===== src/hdl/rmmm_pkg.sv =====
// shared constants, codes and types for the running mean / median / mode block
// no dependencies
package rmmm_pkg;
  localparam int CAP    = 64;
  localparam int IDX_W  = $clog2(CAP);
  localparam int CNT_W  = 7;
  localparam int VAL_W  = 32;
  localparam int SUM_W  = 38;
  localparam int DIV_W  = SUM_W + 8;
  localparam int DCNT_W = $clog2(DIV_W);
  localparam int MEAN_W = 40;
  localparam int MED_W  = 33;

  localparam logic [1:0] ST_DONE   = 2'd0;
  localparam logic [1:0] ST_ABSENT = 2'd1;
  localparam logic [1:0] ST_FULL   = 2'd2;

  localparam logic CMD_ADD = 1'b0;
  localparam logic CMD_REM = 1'b1;

  localparam logic [1:0] CELL_HOLD = 2'd0;
  localparam logic [1:0] CELL_INS  = 2'd1;
  localparam logic [1:0] CELL_REM  = 2'd2;
  localparam logic [1:0] CELL_ROT  = 2'd3;

  typedef struct packed {
    logic [1:0]              op;
    logic signed [VAL_W-1:0] v;
  } cell_ctl_t;
endpackage


===== src/hdl/rmmm_cell.sv =====
// one cell of the sorted chain: holds a single sample, shifts with its neighbors
// depends on rmmm_pkg
module rmmm_cell (
  input  logic                             clk,
  input  rmmm_pkg::cell_ctl_t              ctl,
  input  logic                             in_range,
  input  logic                             at_end,
  input  logic                             left_gt,
  input  logic signed [rmmm_pkg::VAL_W-1:0] left_val,
  input  logic signed [rmmm_pkg::VAL_W-1:0] right_val,
  output logic signed [rmmm_pkg::VAL_W-1:0] val,
  output logic                             gt
);
  import rmmm_pkg::*;

  logic signed [VAL_W-1:0] val_r, val_nxt;

  assign val = val_r;
  assign gt  = in_range && (val_r > ctl.v);

  always_comb begin
    val_nxt = val_r;
    case (ctl.op)
      CELL_INS: begin
        // cells from the insert point up move one place right
        if (gt || at_end) begin
          val_nxt = left_gt ? left_val : ctl.v;
        end
      end
      CELL_REM: begin
        if (in_range && (val_r >= ctl.v)) begin
          val_nxt = right_val;
        end
      end
      CELL_ROT: val_nxt = right_val;
      default:  val_nxt = val_r;
    endcase
  end

  always_ff @(posedge clk) begin
    val_r <= val_nxt;
  end
endmodule


===== config.mk =====
export PLATFORM = sky130hd
export DESIGN_NAME = rmmm_cell
export DESIGN_NICKNAME = d
export VERILOG_FILES = /design/src/hdl/rmmm_pkg.sv /design/src/hdl/rmmm_cell.sv
export SDC_FILE = /design/constraint.sdc
export NUM_CORES = 1
export LEC_CHECK = 0
export ABC_AREA = 1
export BUFFER_PORTS_ARGS = -buffer_cell sky130_fd_sc_hd__buf_2
export CORE_MARGIN = 8
export CORE_UTILIZATION = 50
export CTS_CLUSTER_DIAMETER = 200
export CTS_CLUSTER_SIZE = 25
export DETAILED_ROUTE_END_ITERATION = 12
export PLACE_DENSITY_LB_ADDON = 0.08
export RECOVER_POWER = 100
export SLEW_MARGIN = 15
export SYNTH_ARGS = -nofsm -noshare
export SYNTH_HDL_FRONTEND = slang
export SYNTH_SLANG_ARGS = --single-unit

===== constraint.sdc =====
create_clock -name clk -period 7.4 [get_ports clk]
set_clock_uncertainty 0.15 [all_clocks]
set_input_delay 1.48 -clock clk [delete_from_list [all_inputs] [get_ports clk]]
set_output_delay 1.48 -clock clk [all_outputs]
set_load 0.005 [all_outputs]

==> impl_metrics.ini <==
[hold_path]
min_path_cells = 6
hold_path.class = flip-flop to flip-flop
min-delay-start = val[31]

[synth]
avgSynthCellArea_sq_um = 8.45
syn-num-nets = 439
synth-seq-cells = 32
seq_area_frac_synth_pct = 37.3
syn_inst = 305
synth_warnings = 0
synth.distinct_cells = 22
synthesis.area_sq_mm = 0.00258

[place]
gp_congestion = 0.793
dp_cells = 497
dpl_cell_area_sq_mm = 0.00329
portBuffers = 134
dp_hpwl_mm = 5.43

[die]
num_rows = 26
die_x_um = 87.8
io_pins = 135
die-area_sq_mm = 0.00771
dieHeight_um = 87.8
start_util_pct = 51.1
core-area_sq_mm = 0.00504

[sta]
slew_violations = 64
rsz0062_at_grt = no
slew_headroom_pct = -64.3
finalSetupViolCount = 0
finalSetupTns_ps = 0
worstMarginPinSlew_ps = 2460
period_needed_ps = 4780
fmax_mhz = 209
finalCritPeriodShare_pct = 64.6
hold_violations = 0

[layout]
area_growth_pct = 28.9
n_antenna_cell = 0
drive_gt1_share_pct = 28.0
final_util_pct = 65.9
largest_reg_flops = 32
stdcell_area_sq_mm = 0.00332
nets = 568
stdcell_count = 505
fillCellCount = 457

[clock_tree]
htreeDepth = 2
post_cts_resized = 0
post_cts_buffers = 0
cts_hold_buffers = 0
cts.sinks = 32
clkLatencyLatePin_ps = 280
cts_tree = done
clk_pin_slew_worst_paths_ps = 70
cts_buffers = 5
cts_root_buffer = clkbuf_8
cts_max_path_buffers = 2

[drt]
first_pass_iters = 4
first_iter_violations = 102
routed_wl_mm = 6.90
avgRoutedWirePerCell_um = 13.7
routed-via-count = 2465
drcViolationCount = 0
vias_per_cell = 4.88
ant_nets = 0

[global_route]
grt_pass1_wl_mm = 11.1
grt_pass1_vias = 2534
grt_max_degree = 64
grt.total_usage_pct = 18.2
antenna_found_initial = 0
overflow = 0

[setup_path]
start_kind = input pin
worst_path_max_delay_cell = ha_1
cp.arrival_ps = 3150
crit_type = input pin to output pin
worst_setup_path_end_kind = output pin
critPathMaxFanout = 5
required_ps = 5770
crit_top_cell = nand2_1
critPathMaxStageDelay_ps = 350
worstPathCellList = buf_2, inv_1, ha_1, nand2_1, nor2_1, nand2_2, nor4_1, nand2_2, nand2_1, nand2_1, nand3b_1, inv_1, buf_2
rr_startpoint = val[31]
rr_worst_depth = 14
cp-startpoint = ctl[31]

[power_and_ir_drop]
ir_drop_mv = 0.0818
power_uw = 519
p_per_area_mw_per_mm2 = 156
p_leak_uw = 0.00166

[run_status]
outcome = complete, but fails checks
violations = capacitance limit, slew limit

[flow_run]
cap_violations = 1
-- worst max-delay path, delay by kind of cell --
kind / cells / cell delay [ps]
AND/OR/NAND/NOR: 8 / 1010
adder cells (fa/ha/maj): 1 / 350
buffers and inverters: 4 / 310
-- logic make-up after synthesis --
| kind of cell | count (synthesis) | synth area share (%) |
|---|---|---|
| DFF | 32 | 37.3 |
| adders and majority gates | 32 | 15.5 |
| and+or+nand+nor | 99 | 16.2 |
| buffers and inverters | 60 | 8.74 |
| AOI/OAI and AO/OA | 82 | 22.2 |
-- cell usage in the layout (no fill, tap or decap), types with 3 or more instances in the layout --
cell and instances:
inv_1 45, ha_1 32, o21a_1 31, edfxtp_1 32, clkbuf_8 5, nand2_1 74, a21oi_1 16, nand3_1 5
clkbuf_1 26, nand2_2 3, o211ai_1 30, buf_2 109, nor2_1 12
-- metrics by stage --
stage	setup WS, ps	hold slack (ps)
2_1_floorplan	3170	1320
3_3_place_gp	2860	1150
3_5_place_dp	2830	1160
4_1_cts	2820	1160
5_1_grt	2330	1270
6_report	2620	1180
-- area by class of cell --
cell class              count  area, sq um  area share (%)
clock buffers               5         68.8            2.07
clock inverters             3         13.8           0.414
inverters                  47          176            5.31
multi-input cells         213         1370            41.3
flip-flops and latches     32          961            28.9
well taps                  70         87.6            2.64
repair buffers            135          643            19.4
-- worst paths after layout --
check / end / slack, ps
worst max-delay path: gt / 2620
worst min register to register: val[0] / 1180
worst min-delay path: val[0] / 1180
worst max register to register: val[4] / 3620
-- synthesized netlist by cell type (all sizes together) --
master   n  area, sq um
inv     46          173
a21oi   17         88.8
ha      32          400
nor4     1         21.3
nand4    2         12.5
nor3     1         5.00
nand3    5         25.0
clkbuf  13         48.8
o21a    32          241
o21ai    2         10.0
nor2    12         47.6
edfxtp  32          961
nand2   77          299
o211ai  30          225
a21o     1         7.51
clkinv   1         3.75
nand3b   1         7.51
-- where the power goes --
part	internal (uW)	switching (uW)
Sequential	224	9.53
Clock	63.8	65.9
Combinational	71.6	83.6
Total	360	159
-- per-layer routing --
layer,GRT usage (%),share of wire (%)
met1,19.9,42
met2,31.4,47
met4,4.22,1.2
met5,0,0
met3,7.88,10
Power figures use the tool's default switching activity.
