## src/hdl/rmmm_pkg.sv

```systemverilog
// shared constants, codes and types for the running mean / median / mode block
// no dependencies
package rmmm_pkg;
  localparam int CAP    = 64;
  localparam int IDX_W  = $clog2(CAP);
  localparam int CNT_W  = 7;
  localparam int VAL_W  = 32;
  localparam int SUM_W  = 38;
  localparam int DIV_W  = SUM_W + 8;
  localparam int DCNT_W = $clog2(DIV_W);
  localparam int MEAN_W = 40;
  localparam int MED_W  = 33;

  localparam logic [1:0] ST_DONE   = 2'd0;
  localparam logic [1:0] ST_ABSENT = 2'd1;
  localparam logic [1:0] ST_FULL   = 2'd2;

  localparam logic CMD_ADD = 1'b0;
  localparam logic CMD_REM = 1'b1;

  localparam logic [1:0] CELL_HOLD = 2'd0;
  localparam logic [1:0] CELL_INS  = 2'd1;
  localparam logic [1:0] CELL_REM  = 2'd2;
  localparam logic [1:0] CELL_ROT  = 2'd3;

  typedef struct packed {
    logic [1:0]              op;
    logic signed [VAL_W-1:0] v;
  } cell_ctl_t;
endpackage

```

## src/hdl/rmmm_div.sv

```systemverilog
// restoring divider, one quotient bit a cycle, sign applied at the end
// depends on rmmm_pkg
module rmmm_div (
  input  logic                               clk,
  input  logic                               rst_n,
  input  logic                               start,
  input  logic [rmmm_pkg::DIV_W-1:0]         mag,
  input  logic                               neg,
  input  logic [rmmm_pkg::CNT_W-1:0]         divisor,
  output logic signed [rmmm_pkg::MEAN_W-1:0] quot,
  output logic                               done
);
  import rmmm_pkg::*;

  logic              busy_r, busy_nxt, done_r, done_nxt, neg_r, neg_nxt;
  logic [DCNT_W-1:0] step_r, step_nxt;
  logic [CNT_W-1:0]  rem_r, rem_nxt, d_r, d_nxt;
  logic [DIV_W-1:0]  q_r, q_nxt, q_neg;
  logic [CNT_W:0]    rem_sh;

  assign rem_sh = {rem_r, q_r[DIV_W-1]};
  assign q_neg  = neg_r ? (~q_r + DIV_W'(1)) : q_r;
  assign quot   = q_neg[MEAN_W-1:0];
  assign done   = done_r;

  always_comb begin
    busy_nxt = busy_r;
    done_nxt = done_r;
    neg_nxt  = neg_r;
    step_nxt = step_r;
    rem_nxt  = rem_r;
    d_nxt    = d_r;
    q_nxt    = q_r;
    if (start) begin
      busy_nxt = 1'b1;
      done_nxt = 1'b0;
      neg_nxt  = neg;
      step_nxt = '0;
      rem_nxt  = '0;
      d_nxt    = divisor;
      q_nxt    = mag;
    end else if (busy_r) begin
      if (rem_sh >= {1'b0, d_r}) begin
        rem_nxt = CNT_W'(rem_sh - {1'b0, d_r});
        q_nxt   = {q_r[DIV_W-2:0], 1'b1};
      end else begin
        rem_nxt = rem_sh[CNT_W-1:0];
        q_nxt   = {q_r[DIV_W-2:0], 1'b0};
      end
      step_nxt = step_r + DCNT_W'(1);
      if (step_r == DCNT_W'(DIV_W - 1)) begin
        busy_nxt = 1'b0;
        done_nxt = 1'b1;
      end
    end
  end

  always_ff @(posedge clk) begin
    if (!rst_n) begin
      busy_r <= 1'b0;
      done_r <= 1'b0;
    end else begin
      busy_r <= busy_nxt;
      done_r <= done_nxt;
    end
    neg_r  <= neg_nxt;
    step_r <= step_nxt;
    rem_r  <= rem_nxt;
    d_r    <= d_nxt;
    q_r    <= q_nxt;
  end
endmodule

```

## config.mk

```make
export PLATFORM = sky130hd
export DESIGN_NAME = rmmm_div
export DESIGN_NICKNAME = d
export VERILOG_FILES = /design/src/hdl/rmmm_pkg.sv /design/src/hdl/rmmm_div.sv
export SDC_FILE = /design/constraint.sdc
export NUM_CORES = 1
export LEC_CHECK = 0
export BUFFER_PORTS_ARGS = -buffer_cell sky130_fd_sc_hd__buf_2
export CAP_MARGIN = 40
export CORE_AREA = 2 2 104 106
export DETAILED_ROUTE_END_ITERATION = 16
export DIE_AREA = 0 0 106 108
export REMOVE_ABC_BUFFERS = 1
export SLEW_MARGIN = 10
export SYNTH_ARGS = -nofsm -noshare
export SYNTH_HDL_FRONTEND = slang
export SYNTH_SLANG_ARGS = --single-unit
export TNS_END_PERCENT = 100
```

## constraint.sdc

```tcl
create_clock -name clk -period 4.8 [get_ports clk]
set_input_delay 1.2 -clock clk [delete_from_list [all_inputs] [get_ports clk]]
set_output_delay 1.2 -clock clk [all_outputs]
set_load 0.02 [all_outputs]
```

==> results of run 1 <==
[registers in the layout, indices dropped and copies added, names as in the netlist]
name    cells
busy_r      1
neg_r       1
d_r         7
q_r        46
done        1
step_r      6
rem_r       7
[power by group through the flow]
stage                     clock network [mW]  logic (mW)  registers, mW
final                                  0.511       0.419          0.776
after floorplan                            0       0.279          0.775
after detailed placement                   0       0.420          0.789
after global placement                     0       0.408          0.791
after global routing                   0.552       0.459          0.785
after CTS                              0.528       0.423          0.776
[per-stage QoR]
| stage | std cells | utilization | worst slack [ns] |
|---|---|---|---|
| after floorplan | 335 | - | 0.7050 |
| after global placement | 571 | 0.4529 | 0.7135 |
| after detailed placement | 573 | 0.4575 | 0.6610 |
| after CTS | 589 | 0.4776 | 0.2509 |
| after global routing | 589 | 0.4776 | 0.05387 |
| final | 589 | 0.4776 | 0.2841 |
[Yosys cell counts (9+ instances only)]
library cell | count | area [sq um]
clkbuf_1 | 18 | 67.56
dfxtp_1 | 15 | 300.3
edfxtp_1 | 54 | 1622
ha_1 | 10 | 125.1
inv_1 | 13 | 48.80
mux2_2 | 45 | 506.7
nand2_1 | 17 | 63.81
nor2_1 | 18 | 67.56
o21ai_0 | 20 | 100.1
o31ai_1 | 13 | 97.59
or3_1 | 9 | 56.30
xnor2_1 | 41 | 359.1
[layout make-up]
cell class,count,area (sq um),area share
timing repair buffer,102,555.5,0.1137
inverter,13,48.80,0.009987
sequential,69,1922,0.3933
tap,136,170.2,0.03483
clock inverter,6,77.57,0.01588
clock buffer,10,127.6,0.02612
multi-input combinational,253,1984,0.4061
[kinds of logic (layout without fill, tap and decap cells)]
logic type,Yosys count,after routing,synth area share
flip-flops,69,69,0.4763
multiplexers,45,45,0.1256
adder cells (fa/ha/maj),11,11,0.03597
AO/OA/AOI/OAI,66,66,0.1160
buffers and inverters,33,131,0.03194
XOR/XNOR,45,45,0.09767
AND/OR/NAND/NOR,86,86,0.1166
[path summary, 6_finish.rpt]
check / from / end / slack, ns / depth (start not counted)
max: q_r[0] / quot[34] / 0.28 / 8
min: rem_r[6] / rem_r[6] / 0.46 / 1
max reg2reg: q_r[45] / q_r[0] / 2.44 / 8
min reg2reg: rem_r[6] / rem_r[6] / 0.46 / 1
[cells in the final DEF, fill, tap and decap left out, types with 6 or more instances in the layout]
cell type,synthesis,routed
buf_2,1,97
edfxtp_1,54,54
mux2_2,45,45
xnor2_1,41,41
o21ai_0,20,20
nor2_1,18,18
nand2_1,17,17
dfxtp_1,15,15
o31ai_1,13,13
inv_1,13,12
ha_1,10,10
or3_1,9,9
clkbuf_8,0,9
nand2b_1,6,6
a21oi_1,6,6
[metal layers]
layer  share of wire  global-route usage  vias up
met4           0.012             0.05451        0
met1            0.44              0.2092     1432
met2            0.48              0.2760       82
met5               0                   0        -
met3           0.068             0.06570        9
li1                -                   -     1504
[critical path, delay by kind of cell (launching register included)]
kind | cells | cell delay, ns
simple gates | 3 | 1.71
compound gates | 1 | 0.23
flops | 1 | 0.42
xor+xnor | 1 | 0.15
buf+inv | 2 | 0.28
fa+ha+maj | 1 | 0.17
==> results.json, run 1 <==
{
  "drive_gt1_frac": 0.3731,
  "path_cells": "inv_1, ha_1, or4b_1, or4b_1, or4_4, o41ai_4, xnor2_1, buf_2",
  "drt-total-wl_um": 9301,
  "die_w_um": 106,
  "critPathMostFrequentCell": "or4b_1",
  "power_frac_comb": 0.246,
  "grt_setup_unrepaired": "no",
  "fin_crit_sh": 0.9408,
  "synthFlopType": "edfxtp_1",
  "drtAntennaViolNets": 0,
  "seq_power_share": 0.455,
  "die_h_um": 108,
  "area_growth_pct": 21.09,
  "antenna_found_initial": 0,
  "syn_area_per_cell_sq_um": 11.37,
  "grt_pass1_wl_um": 15110,
  "syn_area_sq_um": 4035,
  "cts.htree.levels": 3,
  "worstPathArrival_ns": 3.32,
  "grt_max_degree": 70,
  "finalSetupViolCount": 0,
  "grt-ovfl-total": 0,
  "post_drt_wl_per_cell_um": 15.79,
  "ys_async_sr_fraction": 0,
  "core-area_sq_um": 10230,
  "synth_seq_area_share": 0.4763,
  "pwr-share-clk": 0.299,
  "fin_crit_ns": 4.516,
  "clk_path_buf_depth": 2,
  "leakagePower_nw": 1.858,
  "holdBufCountCts": 0,
  "clock.fmax_ghz": 0.2214,
  "die-area_sq_um": 11450,
  "nets": 516,
  "initial_utilization": 0.3944,
  "first_pass_iters": 4,
  "cts_tree": "done",
  "cap_viol_max_count": 0,
  "ys_seq_elements": 69,
  "fin_area_sq_um": 4886,
  "clk_pin_slew_ns": 0.07,
  "hpwl_um": 6450,
  "grt_pass1_vias": 3094,
  "switching_share": 0.3032,
  "finalHoldViolCount": 0,
  "power_density_nw_per_um2": 349.2,
  "vdd_drop_max_mv": 0.2133,
  "path_class": "flop to output pin",
  "antenna_cells": 0,
  "endpoint_kind": "output pin",
  "fin_hold_ws_ns": 0.4627,
  "finClkSkew_ns": 0.01096,
  "total_power_mw": 1.706,
  "slowest_stage": "or4_4",
  "slew_viol_final": 0,
  "num_rows": 37,
  "relSlewSlack": 0.4451,
  "p_sw_mw": 0.5174,
  "via_count": 3027,
  "yosysWarnings": 0,
  "cp_data_required_time_ns": 3.60,
  "clock_latency_ns": 0.36,
  "critPathMaxFanout": 4,
  "cts_setup_buffers": 0,
  "startpoint_type": "flop",
  "post_cts_resized": 0,
  "place.gp.congestion": 0.7634,
  "synth_enable_flop_cells": 54,
  "root_buffer": "clkbuf_8",
  "route.detailed.drc": 0,
  "hold_path.class": "flop to flop",
  "drt_iter0_markers": 93,
  "fin_tns_setup_ns": 0,
  "outcome": "finished, final reports clean",
  "pin_count": 98,
  "place_area_sq_um": 4681,
  "p_int_mw": 1.189,
  "synthDistinctLibCells": 45,
  "gr-usage-all-layers": 0.1699,
  "tightest_slew_ns": 0.8323,
  "nFillCells": 961,
  "cts_buffers": 9,
  "viasPerCell": 5.139,
  "synthCells": 355,
  "cts_num_sinks": 69,
  "portBuffers": 97,
  "max_stage_delay_ns": 0.61
}
No activity file was read; power rests on OpenSTA's default activity.
==> run 2: changes to the inputs <==
--- a/config.mk
+++ b/config.mk
@@ -5,11 +5,12 @@
 export SDC_FILE = /design/constraint.sdc
 export NUM_CORES = 1
 export LEC_CHECK = 0
+export ABC_AREA = 1
 export BUFFER_PORTS_ARGS = -buffer_cell sky130_fd_sc_hd__buf_2
 export CAP_MARGIN = 40
-export CORE_AREA = 2 2 104 106
+export CORE_AREA = 2 2 108 110
 export DETAILED_ROUTE_END_ITERATION = 16
-export DIE_AREA = 0 0 106 108
+export DIE_AREA = 0 0 110 112
 export REMOVE_ABC_BUFFERS = 1
 export SLEW_MARGIN = 10
 export SYNTH_ARGS = -nofsm -noshare
==> run 2 against run 1 <==
  * Total power grew 9.2%
  * Final area grew 8.3%
  * Global-route usage grew 2.2 points
  * Die area grew 7.6%
  * Routed wire length grew 23%
  * First-iteration DRC count grew to 2.7 times the previous value
  * Flip-flop and latch count is the same
  * Largest cell class unchanged
  * Sequential share of layout area shrank 3.0 points
  * Final cell count grew 37%
  * Critical endpoint is now quot[22]
  * Highest routed layer unchanged
  * Sequential power shrank 3.2%
  * Largest power group unchanged
==> results.json, run 2 <==
{
  "initial_utilization": 0.3919,
  "path_cells": "inv_2, ha_1, nand3_1, nor2_4, nand2_2, nand2_2, o21ai_1, xor2_1, buf_2",
  "hold_path.class": "flop to flop",
  "route.detailed.drc": 0,
  "outcome": "finished, final reports clean",
  "portBuffers": 97,
  "yosysWarnings": 0,
  "power_density_nw_per_um2": 352.1,
  "fin_crit_ns": 3.363,
  "num_rows": 39,
  "grt_setup_unrepaired": "no",
  "via_count": 3963,
  "clk_path_buf_depth": 2,
  "synthCells": 562,
  "drtAntennaViolNets": 0,
  "multiInputGateArea_sq_um": 2150,
  "slew_viol_final": 0,
  "clock.fmax_ghz": 0.2974,
  "post_drt_wl_per_cell_um": 14.19,
  "mostFrequentLayoutCells": "178 x nand2_1, 97 x buf_2, 59 x inv_1",
  "synth_mux_area_frac": 0,
  "cts_tree": "done",
  "synthFlopType": "edfxtp_1",
  "grt_max_degree": 69,
  "area_growth_pct": 20.89,
  "cp_data_required_time_ns": 3.60,
  "cts_buffers": 9,
  "grt_pass1_vias": 3827,
  "synth-simple-area-share": 0.3089,
  "synth_top_area_cell": "edfxtp_1",
  "root_buffer": "clkbuf_16",
  "finalSetupViolCount": 0,
  "cts_setup_buffers": 0,
  "die_h_um": 112,
  "antenna_cells": 0,
  "timing.reg2reg.setup_slack_ns": 2.95,
  "clk_pin_slew_ns": 0.06,
  "fin_tns_setup_ns": 0,
  "cap_viol_max_count": 0,
  "pin_count": 98,
  "synthAdderAreaFrac": 0.03314,
  "drt_iter0_markers": 248,
  "finClkSkew_ns": 0.006444,
  "vdd_drop_max_mv": 0.1764,
  "ys_top_cells_by_area": "edfxtp_1 37%, nand2_1 15%, dfxtp_1 6.9%",
  "cts.htree.levels": 3,
  "synth_seq_area_share": 0.4389,
  "nFillCells": 1129,
  "synth_top_family_by_area": "simple AND/OR/NAND/NOR gates",
  "viasPerCell": 4.923,
  "hpwl_um": 8655,
  "antenna_found_initial": 0,
  "synthTopCellsByCount": "178 x nand2_1, 60 x inv_1, 54 x edfxtp_1",
  "drive_gt1_frac": 0.2145,
  "endpoint_kind": "output pin",
  "cts_num_sinks": 69,
  "finalHoldViolCount": 0,
  "yosysTopAreaCellShare": 0.3703,
  "die_w_um": 110,
  "critPathMostFrequentCell": "nand2_2",
  "syn_area_sq_um": 4379,
  "post_cts_resized": 0,
  "tightest_slew_ns": 0.6798,
  "nets": 725,
  "synth-compound-area-share": 0.08886,
  "regMostFlops": "q_r",
  "relSlewSlack": 0.5463,
  "synthDistinctLibCells": 38,
  "total_power_mw": 1.864,
  "critPathMaxFanout": 5,
  "grt-ovfl-total": 0,
  "regArea_sq_um": 1922,
  "startpoint_type": "flop",
  "grt_pass1_wl_um": 18310,
  "path_class": "flop to output pin",
  "gr-usage-all-layers": 0.1921,
  "place.gp.congestion": 0.9043,
  "fin_crit_sh": 0.7006,
  "first_pass_iters": 4,
  "worstPathArrival_ns": 2.16,
  "ys_async_sr_fraction": 0,
  "largest_reg_flops": 46,
  "slowest_stage": "edfxtp_1",
  "core-area_sq_um": 11170,
  "synth_most_common_cell": "nand2_1",
  "leakagePower_nw": 2.475,
  "max_stage_delay_ns": 0.46,
  "holdBufCountCts": 0,
  "synth_enable_flop_cells": 54,
  "synth_xor_area_frac": 0.06000,
  "die-area_sq_um": 12320,
  "reg_top3": "q_r: 46 flops, d_r: 7 flops, rem_r: 7 flops",
  "clock_latency_ns": 0.33,
  "layout_commonest_cell": "nand2_1",
  "drt-total-wl_um": 11430,
  "syn_area_per_cell_sq_um": 7.792,
  "ys_seq_elements": 69
}
==> run 2: worst max-delay path, delay by kind of cell, from the launching register on <==
family | cells | cell delay [ns]
compound gates | 1 | 0.10
fa+ha+maj | 1 | 0.19
flops | 1 | 0.46
simple gates | 4 | 0.49
xor+xnor | 1 | 0.24
buf+inv | 2 | 0.34
==> run 2: power breakdown <==
group          switching, mW  total [mW]  internal, mW
combinational          0.298       0.445         0.147
clock                  0.263       0.668         0.405
sequential            0.0416       0.751         0.710
==> run 2: path summary, 6_finish.rpt <==
path,startpoint,endpoint,depth (start not counted)
worst max-delay path,q_r[0],quot[22],9
worst max register to register,d_r[0],rem_r[5],8
worst min-delay path,done,done,2
worst min register to register,done,done,2
==> run 2: routing by layer <==
| metal | global-route usage | share of wire | up-vias | wire (um) |
|---|---|---|---|---|
| met5 | 0 | 0 | - | 0 |
| met4 | 0.06414 | 0.0088 | 0 | 100 |
| met3 | 0.04977 | 0.066 | 9 | 749 |
| met2 | 0.3059 | 0.48 | 115 | 5434 |
| met1 | 0.2524 | 0.45 | 1812 | 5141 |
| li1 | - | - | 2027 | - |
==> run 2: kinds of logic after synthesis <==
kind of cell,after synthesis
compound gates,67
xor+xnor,30
fa+ha+maj,11
buf+inv,79
flops,69
simple gates,306
==> run 2: area by class of cell <==
| type | instances | area share |
|---|---|---|
| multi-input cells | 414 | 0.4061 |
| repair buffers | 100 | 0.09596 |
| clock inverters | 7 | 0.01394 |
| flip-flops and latches | 69 | 0.3630 |
| clock buffers | 9 | 0.04254 |
| inverters | 63 | 0.04467 |
| well taps | 143 | 0.03380 |
==> run 2: stage by stage <==
step	setup WS [ns]	utilization	cell area, sq um	instances	hold WS, ns
5_1_grt	1.323	0.4737	5294	805	0.4878
3_5_place_dp	1.831	0.4470	4995	789	0.4465
2_1_floorplan	1.631	-	4308	546	0.4436
6_report	1.437	0.4737	5294	805	0.4473
4_1_cts	1.449	0.4737	5294	805	0.4555
3_3_place_gp	1.858	0.4470	4995	789	0.4362
